==> config.mk <==
export PLATFORM = sky130hd
export DESIGN_NAME = keystroke_line_edit_buffer
export DESIGN_NICKNAME = d
export VERILOG_FILES = /design/src/kleb_pkg.sv /design/src/kleb_line_ram.sv /design/src/kleb_step_unit.sv /design/src/keystroke_line_edit_buffer.sv
export SDC_FILE = /design/constraint.sdc
export NUM_CORES = 1
export LEC_CHECK = 0
export CORE_ASPECT_RATIO = 2
export CORE_MARGIN = 2
export CORE_UTILIZATION = 30
export DETAILED_ROUTE_END_ITERATION = 8
export DONT_BUFFER_PORTS = 1
export GPL_ROUTABILITY_DRIVEN = 0
export PLACE_DENSITY = 0.53
export SYNTH_ARGS = -nofsm -noshare
export SYNTH_HDL_FRONTEND = slang
export SYNTH_SLANG_ARGS = --single-unit
==> constraint.sdc <==
create_clock -name clk -period 8.2 [get_ports clk]
set_input_delay 2.05 -clock clk [delete_from_list [all_inputs] [get_ports clk]]
set_output_delay 2.05 -clock clk [all_outputs]
set_load 0.1 [all_outputs]
==> src/kleb_pkg.sv <==
`timescale 1ns / 1ps

package kleb_pkg;

    // Fixed field widths of the block.
    localparam int KEY_W  = 8;
    localparam int CHAR_W = 7;
    localparam int CAP_W  = 7;
    localparam logic [CAP_W-1:0] CAP_RESET = 7'd64;

    // Keyboard codes.
    localparam logic [KEY_W-1:0] KEY_PREFIX = 8'hE0;
    localparam logic [KEY_W-1:0] KEY_RIGHT  = 8'd77;
    localparam logic [KEY_W-1:0] KEY_LEFT   = 8'd75;
    localparam logic [KEY_W-1:0] KEY_HOME   = 8'd71;
    localparam logic [KEY_W-1:0] KEY_END    = 8'd79;
    localparam logic [KEY_W-1:0] KEY_DEL    = 8'd83;
    localparam logic [KEY_W-1:0] KEY_ENTER  = 8'd13;
    localparam logic [KEY_W-1:0] KEY_BS     = 8'd8;
    localparam logic [KEY_W-1:0] KEY_ESC    = 8'd27;
    localparam logic [KEY_W-1:0] KEY_PRINT_LO = 8'd32;
    localparam logic [KEY_W-1:0] KEY_PRINT_HI = 8'd126;

    typedef enum logic [1:0] {
        ST_IDLE,
        ST_SHIFT,
        ST_EMIT
    } state_t;

    typedef enum logic [3:0] {
        OP_NONE,
        OP_PREFIX,
        OP_ESC,
        OP_ENTER,
        OP_CHAR,
        OP_REMOVE,
        OP_RIGHT,
        OP_LEFT,
        OP_HOME,
        OP_END
    } op_t;

    // Classifies one keyboard byte, given whether an extended prefix is pending.
    function automatic op_t decode_key(input logic [KEY_W-1:0] key, input logic ext);
        op_t op;
        op = OP_NONE;
        if (ext) begin
            if (key == KEY_RIGHT)
                op = OP_RIGHT;
            else if (key == KEY_LEFT)
                op = OP_LEFT;
            else if (key == KEY_HOME)
                op = OP_HOME;
            else if (key == KEY_END)
                op = OP_END;
            else if (key == KEY_DEL)
                op = OP_REMOVE;
        end
        else begin
            if (key == KEY_PREFIX)
                op = OP_PREFIX;
            else if (key == KEY_ESC)
                op = OP_ESC;
            else if (key == KEY_ENTER)
                op = OP_ENTER;
            else if (key >= KEY_PRINT_LO && key <= KEY_PRINT_HI)
                op = OP_CHAR;
            else if (key == KEY_BS)
                op = OP_REMOVE;
        end
        return op;
    endfunction

endpackage

==> src/kleb_line_ram.sv <==
`timescale 1ns / 1ps

// Line store: one write port, one read port with registered read data.
module kleb_line_ram #(
    parameter int DEPTH = 64,
    parameter int AW    = 6,
    parameter int DW    = 7
) (
    input  logic          clk,
    input  logic          we,
    input  logic [AW-1:0] waddr,
    input  logic [DW-1:0] wdata,
    input  logic [AW-1:0] raddr,
    output logic [DW-1:0] rdata
);

    logic [DW-1:0] mem [DEPTH];

    always_ff @(posedge clk)
    begin
        if (we)
        begin
            mem[waddr] <= wdata;
        end
    end

    always_ff @(posedge clk)
    begin
        rdata <= mem[raddr];
    end

endmodule

==> src/kleb_step_unit.sv <==
`timescale 1ns / 1ps

// Shared index stepper: forms operand + 1 and tests it against a limit.
module kleb_step_unit #(
    parameter int CW = 7
) (
    input  logic [CW-1:0] operand,
    input  logic [CW-1:0] limit,
    output logic [CW:0]   nxt,
    output logic          more
);

    assign nxt  = {1'b0, operand} + {{CW{1'b0}}, 1'b1};
    assign more = nxt < {1'b0, limit};

endmodule

==> src/keystroke_line_edit_buffer.sv <==
`timescale 1ns / 1ps

// Channel   | Direction | Signals                          | Handshake
// ----------+-----------+----------------------------------+---------------------------
// key       | in        | key_byte                         | start high, busy low
// config    | in        | cfg_data                         | cfg_valid and cfg_ready
// line      | out       | line_char, line_last             | line_valid, no stall
//
// Cursor moves, typed characters, escape, a delete at the end of the line and
// a delete with nothing behind the cursor all finish in the cycle the item is
// accepted. A delete inside the line keeps the block busy while each character
// after it is moved, and enter while each character is sent; both are paced
// by the single read port of the line store and the one shared index stepper.
// Reset is asynchronous and active low and clears the cursor, the length, the
// prefix flag and the capacity (to 64); the line store itself is not cleared.
// The receiver cannot stall: each character is presented for exactly one cycle.
module keystroke_line_edit_buffer #(
    parameter int MAX_LINE = 64
) (
    input  logic                          clk,
    input  logic                          rst_n,
    input  logic                          start,
    output logic                          busy,
    input  logic [kleb_pkg::KEY_W-1:0]    key_byte,
    input  logic                          cfg_valid,
    output logic                          cfg_ready,
    input  logic [kleb_pkg::CAP_W-1:0]    cfg_data,
    output logic                          line_valid,
    output logic [kleb_pkg::CHAR_W-1:0]   line_char,
    output logic                          line_last
);

    import kleb_pkg::*;

    // Address width of the store and width of the cursor, length and indices.
    localparam int AW = $clog2(MAX_LINE);
    localparam int CW = $clog2(MAX_LINE + 1);

    state_t state_reg, state_next;

    logic [CW-1:0]    cursor_reg, cursor_next;
    logic [CW-1:0]    len_reg, len_next;
    logic             ext_reg, ext_next;
    logic [CAP_W-1:0] cap_reg;

    // During a shift idx_reg is the read pointer and wr_reg trails it by one;
    // during emission idx_reg is the character now on the output.
    logic [CW-1:0] idx_reg, idx_next;
    logic [CW-1:0] wr_reg, wr_next;

    logic          accept;
    op_t           op;
    logic [CW-1:0] cap_now;

    logic [CW-1:0] step_opd;
    logic [CW:0]   step_nxt;
    logic          step_more;

    logic              ram_we;
    logic [AW-1:0]     ram_waddr;
    logic [CHAR_W-1:0] ram_wdata;
    logic [AW-1:0]     ram_raddr;
    logic [CHAR_W-1:0] ram_rdata;

    assign accept = start && (state_reg == ST_IDLE);
    assign op     = decode_key(key_byte, ext_reg);

    // Capacities above the store depth behave as the full depth.
    assign cap_now = (cap_reg > CAP_W'(MAX_LINE)) ? CW'(MAX_LINE) : cap_reg[CW-1:0];

    kleb_step_unit #(
        .CW (CW)
    ) u_step (
        .operand (step_opd),
        .limit   (len_reg),
        .nxt     (step_nxt),
        .more    (step_more)
    );

    kleb_line_ram #(
        .DEPTH (MAX_LINE),
        .AW    (AW),
        .DW    (CHAR_W)
    ) u_ram (
        .clk   (clk),
        .we    (ram_we),
        .waddr (ram_waddr),
        .wdata (ram_wdata),
        .raddr (ram_raddr),
        .rdata (ram_rdata)
    );

    // Sequencer next state. A delete only needs the shift loop when at least
    // one character lies after the cursor, and enter only emits a nonempty line.
    always_comb
    begin
        state_next = state_reg;
        unique case (state_reg)
            ST_IDLE:
            begin
                if (accept)
                begin
                    if (op == OP_ENTER && len_reg != '0)
                        state_next = ST_EMIT;
                    else if (op == OP_REMOVE && step_more)
                        state_next = ST_SHIFT;
                end
            end
            ST_SHIFT:
            begin
                if (!step_more)
                    state_next = ST_IDLE;
            end
            ST_EMIT:
            begin
                if (!step_more)
                    state_next = ST_IDLE;
            end
            default:
            begin
                state_next = ST_IDLE;
            end
        endcase
    end

    // Datapath control. The read address always points at what the next
    // cycle needs, since the store's read data is registered.
    always_comb
    begin
        cursor_next = cursor_reg;
        len_next    = len_reg;
        ext_next    = ext_reg;
        idx_next    = idx_reg;
        wr_next     = wr_reg;
        ram_we      = 1'b0;
        ram_waddr   = wr_reg[AW-1:0];
        ram_wdata   = ram_rdata;
        step_opd    = idx_reg;
        ram_raddr   = step_nxt[AW-1:0];

        unique case (state_reg)
            ST_IDLE:
            begin
                step_opd = cursor_reg;
                if (accept)
                begin
                    ext_next = 1'b0;
                    unique case (op)
                        OP_PREFIX:
                        begin
                            ext_next = 1'b1;
                        end
                        OP_ESC:
                        begin
                            cursor_next = '0;
                            len_next    = '0;
                        end
                        OP_ENTER:
                        begin
                            idx_next  = '0;
                            ram_raddr = '0;
                        end
                        OP_CHAR:
                        begin
                            if (cursor_reg < cap_now)
                            begin
                                ram_we    = 1'b1;
                                ram_waddr = cursor_reg[AW-1:0];
                                ram_wdata = key_byte[CHAR_W-1:0];
                                if (len_reg == cursor_reg)
                                    len_next = step_nxt[CW-1:0];
                                cursor_next = step_nxt[CW-1:0];
                            end
                        end
                        OP_REMOVE:
                        begin
                            if (len_reg != '0)
                            begin
                                if (cursor_reg >= len_reg)
                                begin
                                    cursor_next = len_reg - CW'(1);
                                    len_next    = len_reg - CW'(1);
                                end
                                else if (step_more)
                                begin
                                    idx_next = step_nxt[CW-1:0];
                                    wr_next  = cursor_reg;
                                end
                                else
                                begin
                                    len_next = len_reg - CW'(1);
                                end
                            end
                        end
                        OP_RIGHT:
                        begin
                            if (cursor_reg < cap_now && cursor_reg < len_reg)
                                cursor_next = step_nxt[CW-1:0];
                        end
                        OP_LEFT:
                        begin
                            if (cursor_reg != '0)
                                cursor_next = cursor_reg - CW'(1);
                        end
                        OP_HOME:
                        begin
                            cursor_next = '0;
                        end
                        OP_END:
                        begin
                            cursor_next = len_reg;
                        end
                        OP_NONE:
                        begin
                        end
                        default:
                        begin
                        end
                    endcase
                end
            end
            ST_SHIFT:
            begin
                // Move one character a cycle towards the cursor.
                ram_we   = 1'b1;
                idx_next = step_nxt[CW-1:0];
                wr_next  = idx_reg;
                if (!step_more)
                    len_next = len_reg - CW'(1);
            end
            ST_EMIT:
            begin
                idx_next = step_nxt[CW-1:0];
                if (!step_more)
                begin
                    cursor_next = '0;
                    len_next    = '0;
                end
            end
            default:
            begin
            end
        endcase
    end

    always_ff @(posedge clk or negedge rst_n)
    begin
        if (!rst_n)
        begin
            state_reg  <= ST_IDLE;
            cursor_reg <= '0;
            len_reg    <= '0;
            ext_reg    <= 1'b0;
            cap_reg    <= CAP_RESET;
        end
        else
        begin
            state_reg  <= state_next;
            cursor_reg <= cursor_next;
            len_reg    <= len_next;
            ext_reg    <= ext_next;
            if (cfg_valid && cfg_ready)
                cap_reg <= cfg_data;
        end
    end

    always_ff @(posedge clk)
    begin
        idx_reg <= idx_next;
        wr_reg  <= wr_next;
    end

    // Outputs.
    assign busy       = (state_reg != ST_IDLE);
    assign cfg_ready  = 1'b1;
    assign line_valid = (state_reg == ST_EMIT);
    assign line_char  = ram_rdata;
    assign line_last  = (state_reg == ST_EMIT) && !step_more;

`ifndef SYNTH
    a_cursor_in_line: assert property (@(posedge clk) disable iff (!rst_n)
        cursor_reg <= len_reg)
        else $error("cursor beyond line length");

    a_len_in_store: assert property (@(posedge clk) disable iff (!rst_n)
        len_reg <= CW'(MAX_LINE))
        else $error("line length beyond store depth");

    a_emit_clears: assert property (@(posedge clk) disable iff (!rst_n)
        (line_valid && line_last) |=> (!busy && len_reg == '0 && cursor_reg == '0))
        else $error("line not cleared after last character");

    a_shift_ptr: assert property (@(posedge clk) disable iff (!rst_n)
        (state_reg == ST_SHIFT) |-> (idx_reg < len_reg && wr_reg >= cursor_reg))
        else $error("shift pointer outside the line");
`endif

endmodule
=== Yosys cells after proc, flatten, opt, wreduce, memory -nomap -nowiden ===
Memory sizes are Yosys's and may differ from the RTL's. A register that Yosys moved wholly into a read port is not among the register bits.
Cells that the tools add are included.

* Add/sub/neg operators: 3
* Order comparisons: 7
* Equality and inequality tests: 40
* Multiplexer cells: 65
* Reduce and logical (&&, ||, !) cells: 23

{| class="wikitable"
|+ Operator list
! kind !! count
|-
| two-way mux 7 bit || 23
|-
| two-way mux 6 bit || 12
|-
| one-hot mux 7 bit (2 select lines) || 3
|-
| one-hot mux 7 bit (3 select lines) || 2
|-
| one-hot mux 7 bit (6 select lines) || 1
|-
| equality test 8 x 7 -> 1 bit (second input constant) || 5
|-
| != test 3 bit (second input constant) || 7
|-
| two-way mux 4 bit || 5
|-
| two-way mux 3 bit || 6
|-
| equality test 4 x 3 -> 1 bit (second input constant) || 4
|-
| equality test 8 x 4 -> 1 bit (second input constant) || 2
|-
| < comparator 7 bit || 2
|-
| nonzero test 7 bit || 2
|-
| subtractor 7 x 1 -> 7 bit (second input constant) || 2
|-
| one-hot mux 6 bit (2 select lines) || 1
|-
| AND reduction 6 bit || 2
|-
| != test 2 bit (second input constant) || 5
|-
| AND reduction 9 bit || 1
|-
| adder 7 x 1 -> 8 bit (second input constant) || 1
|-
| equality test 4 x 2 -> 1 bit (second input constant) || 2
|-
| equality test 4 bit (second input constant) || 2
|-
| equality test 8 x 5 -> 1 bit (second input constant) || 1
|-
| equality test 8 bit (second input constant) || 1
|-
| >= comparator 8 x 6 -> 1 bit (second input constant) || 1
|-
| other kinds (26) || 45
|}

* Bits in registers: 37
* RAM bits: 448
* Bits of input ports: 19
* Output and inout bits: 11
* Logic and storage cells: 146
* Memories kept: 1

{| class="wikitable"
|+ Memory list
! name !! depth !! width !! read ports !! clocked after memory_dff !! write ports !! line !! text
|-
| u_ram.mem || 64 || 7 || 1 || 1 || 1 || kleb_line_ram.sv:17 || <nowiki>logic [DW-1:0] mem [DEPTH];</nowiki>
|}

=== Logic depth before layout (Yosys ltp) ===
Gate-level depths: netlist of the first run.

* Word-level depth: 13
* Mapped depth: 23
* Gate-level depth less buffers: 17

=== Cells and area by module ===
Synthesis of the first run repeated with hierarchy kept, for this count alone.

* Cell total of the unflattened synthesis: 1250
* Area, all modules: 21297.9 sq um

{| class="wikitable"
|+ By module, submodules not included
! module !! instances !! cells an instance !! area an instance (sq um)
|-
| kleb_line_ram || 1 || 835 || 17661.9
|-
| keystroke_line_edit_buffer || 1 || 380 || 3378.2
|-
| kleb_step_unit || 1 || 35 || 257.7
|}

=== Least setup slack after synthesis of the first run ===
No wires, ideal clock.

* Kind: register to output
* Start: reg state_reg[1]
* End: out line_last
* Arrival time: 5455 ps
* Required time: 6150 ps
* Slack: 695 ps
* Stages on the path, launching flop included: 21
* Buffers on the path: 7
* Cell sequence: dfrtp_1 inv_1 ha_1 buf_2 mux2i_2 inv_2 buf_2 buf_1 clkbuf_1 ha_1 xor2_1 inv_2 clkbuf_1 clkbuf_1 ha_1 o2111ai_1 a31oi_1 o311a_1 nor2_1 clkbuf_1 nor2b_1

* Word-level cells in the longest chain between the ends: 6

{| class="wikitable"
|+ RTL lines
! element !! line !! text
|-
| from (decl) || keystroke_line_edit_buffer.sv:39 || <nowiki>state_t state_reg, state_next;</nowiki>
|-
| from (signal assigned) || keystroke_line_edit_buffer.sv:258 || <nowiki>state_reg <= state_next;</nowiki>
|-
| logical NOT 2 bit || keystroke_line_edit_buffer.sv:141 || <nowiki>unique case (state_reg)</nowiki>
|-
| two-way mux 7 bit || keystroke_line_edit_buffer.sv:141 ||
|-
| adder 7 x 1 -> 8 bit || kleb_step_unit.sv:13 || <nowiki>assign nxt = {1'b0, operand} + {{CW{1'b0}}, 1'b1};</nowiki>
|-
| < comparator 8 x 7 -> 1 bit || kleb_step_unit.sv:14 || <nowiki>assign more = nxt < {1'b0, limit};</nowiki>
|-
| logical NOT 1 bit || keystroke_line_edit_buffer.sv:278 || <nowiki>assign line_last = (state_reg == ST_EMIT) && !step_more;</nowiki>
|-
| logical AND 1 bit (*) || keystroke_line_edit_buffer.sv:278 ||
|-
| to (decl) || keystroke_line_edit_buffer.sv:30 || <nowiki>output logic line_last</nowiki>
|}

Every way passes the cells marked *; elsewhere a longest branch is shown, timed or not.

=== Final worst setup path of the first run ===
* Start: reg state_reg[0]
* End: out line_last

Same word-level chain as after synthesis.

==> impl_metrics.yaml, run 1 <==
outcome:
  status: "finished, violations left"
  failed_checks: "DRC"
synthesis:
  synthCells: 1728
  synth_area_mm2: 0.0218
  synth.largest_area_cell: "edfxtp_1"
  avgSynthCellArea_um2: 12.6
  synth.area.top_cells: "edfxtp_1, nand2_1, a21oi_1, dfrtp_1, nor2_1"
  ys_types: 87
  synth-seq-cells: 492
  yosys-top-cells-count: "edfxtp_1, nand2_1, nor2_1, a21oi_1, clkbuf_1"
  yosys_warnings: 0
  synth_top_area_share_pct: 63.6
  synthArstFlopShare_pct: 4.88
  synth-edff-count: 461
  ys_seq_area_share_pct: 67.0
  syn-num-nets: 1774
  synth_most_common_cell: "edfxtp_1"
  synth_top_flop_cell: "edfxtp_1"
sta:
  finalSetupViolations: 0
  hold_ws_ns: 0.524
  slew_headroom_pct: 18.3
  slew_viol_final: 0
  fin_skew_ns: 0.0298
  rsz0062_at_grt: "no"
  finalSetupTns_ns: 0
  hold_viol_final: 0
  worstMarginPinSlew_ns: 1.22
  fin_ws_ns: 1.39
  fin_crit_sh_pct: 83.0
  fmax_ghz: 0.147
  fin_crit_ns: 6.81
place:
  pre_cts_slack_ns: 2.04
  hpwl_mm: 49.7
  port_buffers: 0
  dpl_cell_area_mm2: 0.0228
detailed_routing:
  vias: 14800
  wire_per_inst_um: 27.2
  drc_errors: 6
  ant_nets: 0
  finalWirelength_mm: 72.2
  drt_iter0_drc: 1366
  avgViaCountPerCell: 5.58
  dr.pass1.iters: 9
clocking:
  cts_num_sinks: 492
  cts_buffers: 41
  cts_setup_buffers: 0
  clock_path_buffers: 3
  cts_hold_buffers: 0
  h-tree-depth: 2
  post_cts_resized: 0
  cts.clk_slew.worst_paths_ns: 0.08
  cts_tree: "yes"
  clock_latency_ns: 0.59
  cts_root_buf: "clkbuf_16"
floorplan:
  die_h_um: 385
  dieArea_mm2: 0.0748
  die_x_um: 194
  start_util_pct: 30.3
  rows: 139
  coreArea_mm2: 0.0718
  boundaryPins: 30
setup_path:
  end_kind: "output pin"
  setup.worst_path.class: "reg2out"
  arrival_ns: 4.76
  path_cells: "inv_1 -> ha_1 -> buf_4 -> mux2i_4 -> inv_4 -> ha_2 -> nand2_1 -> xnor2_1 -> inv_1 -> ha_1 -> o2111ai_1 -> a31oi_1 -> o311a_1 -> nor2_1 -> buf_4 -> nor2b_2 -> buf_12"
  critical_path.top_delay_family: "buffers and inverters"
  critPathMaxFanout: 47
  critPathMaxStageDelay_ns: 0.50
  crit_buf_inv: 6
  start_kind: "register"
  cp.required_ns: 6.15
  rr_startpoint: "state_reg[1]"
  reg2reg_to: "u_ram.rdata[4]"
  rr_worst_depth: 13
  rrSetupSlack_ns: 2.24
  worst_path_max_delay_cell: "inv_4"
worst_hold_path:
  worstHoldStart: "cap_reg[2]"
  hp-class: "reg2reg"
  min_to: "cap_reg[2]"
  hold_depth: 1
layout:
  area_growth_pct: 11.2
  design_area_mm2: 0.0242
  largest_reg_flops: 448
  antenna_cells: 0
  fillCellCount: 7092
  drive_gt1_share_pct: 8.70
  largest-register: "u_ram.mem"
  nets: 1750
global_routing:
  grt_max_degree: 65
  grt_pass1_vias: 15100
  grt_antenna_before_repair: 0
  track_usage_pct: 19.0
  grt_pass1_wl_mm: 103
  grt-ovfl-total: 0
flow_run:
  drv_cap: 0
[metal layers]
| metal | track usage (%) | share of wire [%] |
|---|---|---|
| met5 | 0 | 0 |
| met3 | 2.27 | 4.4 |
| met2 | 36.3 | 54 |
| met1 | 18.0 | 32 |
| met4 | 15.9 | 9.3 |
[logic make-up after synthesis]
| group | count (synthesis) | share of synthesized area, % |
|---|---|---|
| buffers and inverters | 134 | 2.58 |
| other | 1 | 0.0172 |
| AO/OA/AOI/OAI | 450 | 13.8 |
| XOR/XNOR | 16 | 0.644 |
| adder cells (fa/ha/maj) | 27 | 1.55 |
| multiplexers | 64 | 3.08 |
| flip-flops | 492 | 67.0 |
| AND/OR/NAND/NOR | 544 | 11.3 |
[worst max-delay path by stage]
stage / start / endpoint / depth (start not counted)
2_1_floorplan: state_reg[1] / line_last / 20
3_3_place_gp: state_reg[0] / line_last / 17
3_5_place_dp: state_reg[0] / line_last / 17
4_1_cts: state_reg[0] / line_last / 17
5_1_grt: state_reg[0] / line_last / 17
6_report: state_reg[0] / line_last / 17
[cells in the final DEF, fill, tap and decap left out, types with 6 or more instances in the layout]
cell type  count
edfxtp_1     461
nand2_1      227
nor2_1       140
a21oi_1      114
o21ai_0       62
o22ai_1       62
nand3_1       47
mux2i_1       43
clkbuf_16     43
nor3_1        40
a211oi_1      39
buf_4         35
inv_1         29
ha_1          26
a31oi_1       25
dfrtp_1       23
mux2_2        20
and3_1        14
a22oi_1       12
a221oi_1      12
or3_1         10
o31ai_1       10
o2bb2ai_1     10
xor2_1         9
o21ai_1        9
a41oi_1        9
clkbuf_1       8
clkinv_2       8
nand4_1        7
or2_1          7
o211ai_1       7
o2111ai_1      7
a22o_1         7
dfxtp_1        7
xnor2_1        6
nand2b_1       6
nor4b_1        6
o221ai_1       6
clkinv_1       6
[per-stage QoR]
step                std cells  utilization, %
finish                   2651            33.7
CTS                      2651            33.7
floorplan                1728               -
global route             2651            33.7
global placement         2577            31.8
detailed placement       2577            31.8
[area by class of cell]
cell class                      instances  area (um2)  area share, %
Inverter                               31         119          0.491
Timing Repair Buffer                   36         283           1.17
Multi-Input combinational cell       1102        6710           27.7
Clock inverter                         22         239          0.988
Tap cell                              916        1150           4.74
Sequential cell                       492       14600           60.3
Clock buffer                           52        1110           4.60
Power of run 1 is not shown: default switching activity piles up to over one toggle a cycle in this logic, so the estimate is an artifact.
==> run 2: changes to the inputs <==
clock period = 7 ns   (was 8.2 ns; I/O delays follow)
==> run 2 against run 1 <==
  * The run still ends with DRC left
  * Die area is the same
  * Clock-buffer cell count grew 3
  * Cell count grew 0.45%
  * Setup slack lost 0.63 ns
  * Via count grew 0.80%
  * Core utilization is essentially flat
  * Register-to-register slack lost 0.52 ns
==> impl_metrics.yaml, run 2 (synthesis gave the netlist of run 1 again) <==
clocking:
  h-tree-depth: 2
  cts_root_buf: "clkbuf_16"
  cts_hold_buffers: 0
  cts_num_sinks: 492
  cts.clk_slew.worst_paths_ns: 0.07
  cts_buffers: 41
  cts_setup_buffers: 0
  post_cts_resized: 0
  clock_latency_ns: 0.58
  cts_tree: "yes"
  clock_path_buffers: 3
layout:
  antenna_cells: 0
  final_common_cell: "edfxtp_1"
  mostFrequentLayoutCells: "edfxtp_1, nand2_1, nor2_1"
  largest-register: "u_ram.mem"
  nets: 1767
  drive_gt1_share_pct: 9.04
  layout.cells.non_filler: 2663
  largest_reg_flops: 448
  fillCellCount: 6983
  multi_input_area_mm2: 0.00670
  regArea_mm2: 0.0146
  area_growth_pct: 11.3
flow_run:
  drv_cap: 0
setup_path:
  rr_worst_depth: 15
  end_kind: "output pin"
  critPathMaxStageDelay_ns: 0.45
  arrival_ns: 4.48
  reg2reg_to: "wr_reg[2]"
  crit_buf_inv: 5
  worst_path_max_delay_cell: "xor2_4"
  start_kind: "register"
  crit_cells: 14
  path_cells: "inv_1 -> ha_1 -> buf_4 -> mux2i_1 -> xor2_4 -> inv_2 -> ha_1 -> o2111ai_1 -> a31oi_1 -> o311a_1 -> nor2_1 -> buf_4 -> nor2b_2 -> buf_12"
  rrSetupSlack_ns: 1.72
  setup.worst_path.class: "reg2out"
  cp.required_ns: 5.25
  rr_startpoint: "state_reg[1]"
  critical_path.top_delay_family: "buffers and inverters"
  critPathMaxFanout: 20
sta:
  fin_skew_ns: 0.0231
  fin_crit_sh_pct: 89.0
  hold_viol_final: 0
  worstMarginPinSlew_ns: 1.14
  fin_crit_ns: 6.23
  slew_headroom_pct: 22.9
  slew_viol_final: 0
  finalSetupTns_ns: 0
  rsz0062_at_grt: "no"
  finalSetupViolations: 0
  fmax_ghz: 0.160
detailed_routing:
  wire_per_inst_um: 27.5
  dr.pass1.iters: 9
  ant_nets: 0
  vias: 14900
  finalWirelength_mm: 73.2
  drc_errors: 2
  avgViaCountPerCell: 5.60
  drt_iter0_drc: 1265
global_routing:
  gr-usage-met3_pct: 2.09
  track_usage_pct: 19.3
  grt_antenna_before_repair: 0
  grt-ovfl-total: 0
  grt_pass1_vias: 15000
  grt_use_met1_pct: 18.2
  grt_max_degree: 72
  grt.busiest_layer: "met2"
  met2_usage_pct: 37.6
  grt_pass1_wl_mm: 105
floorplan:
  boundaryPins: 30
  rows: 139
  die_x_um: 194
  dieArea_mm2: 0.0748
  coreArea_mm2: 0.0718
  die_h_um: 385
  start_util_pct: 30.3
worst_hold_path:
  min_to: "cap_reg[4]"
  hp-class: "reg2reg"
  hold_depth: 1
  worstHoldStart: "cap_reg[4]"
place:
  hpwl_mm: 51.7
  dp.cells: 2594
  port_buffers: 0
outcome:
  failed_checks: "DRC"
  status: "finished, violations left"
run 2: area by class of cell:
cell class                 instances  area share, %
clock buffer                      55           4.76
clock inverter                    14          0.325
inverter                          31          0.491
multi-input combinational       1102           27.7
sequential                       492           60.2
tap                              916           4.73
timing repair buffer              53           1.80
run 2: routing by layer:
layer	part of all wire (%)	up-vias
met4	8.7	0
met5	0	-
met2	55	626
li1	-	6606
met3	4.5	210
met1	32	7481
run 2: worst max path at each step:
| stage | from | endpoint | slack [ns] |
|---|---|---|---|
| after CTS | state_reg[1] | line_last | 0.78 |
| after detailed placement | key_byte[2] | u_ram.mem[38][3] | 1.34 |
| after floorplan | state_reg[1] | line_last | 0.32 |
| after global placement | key_byte[1] | u_ram.mem[38][1] | 1.41 |
| final | state_reg[1] | line_last | 0.77 |
| after global routing | state_reg[1] | line_last | 0.58 |
run 2: metrics by stage:
step | hold WS, ns | util, % | worst slack (ns) | instance area [um2]
after global routing | 0.539 | 33.7 | 0.580 | 24200
after CTS | 0.520 | 33.7 | 0.784 | 24200
final | 0.517 | 33.7 | 0.769 | 24200
after floorplan | 0.472 | - | 0.316 | 21800
after detailed placement | 0.498 | 32.0 | 1.34 | 23000
after global placement | 0.495 | 32.0 | 1.41 | 23000
Power of run 2 is left out for the same reason.
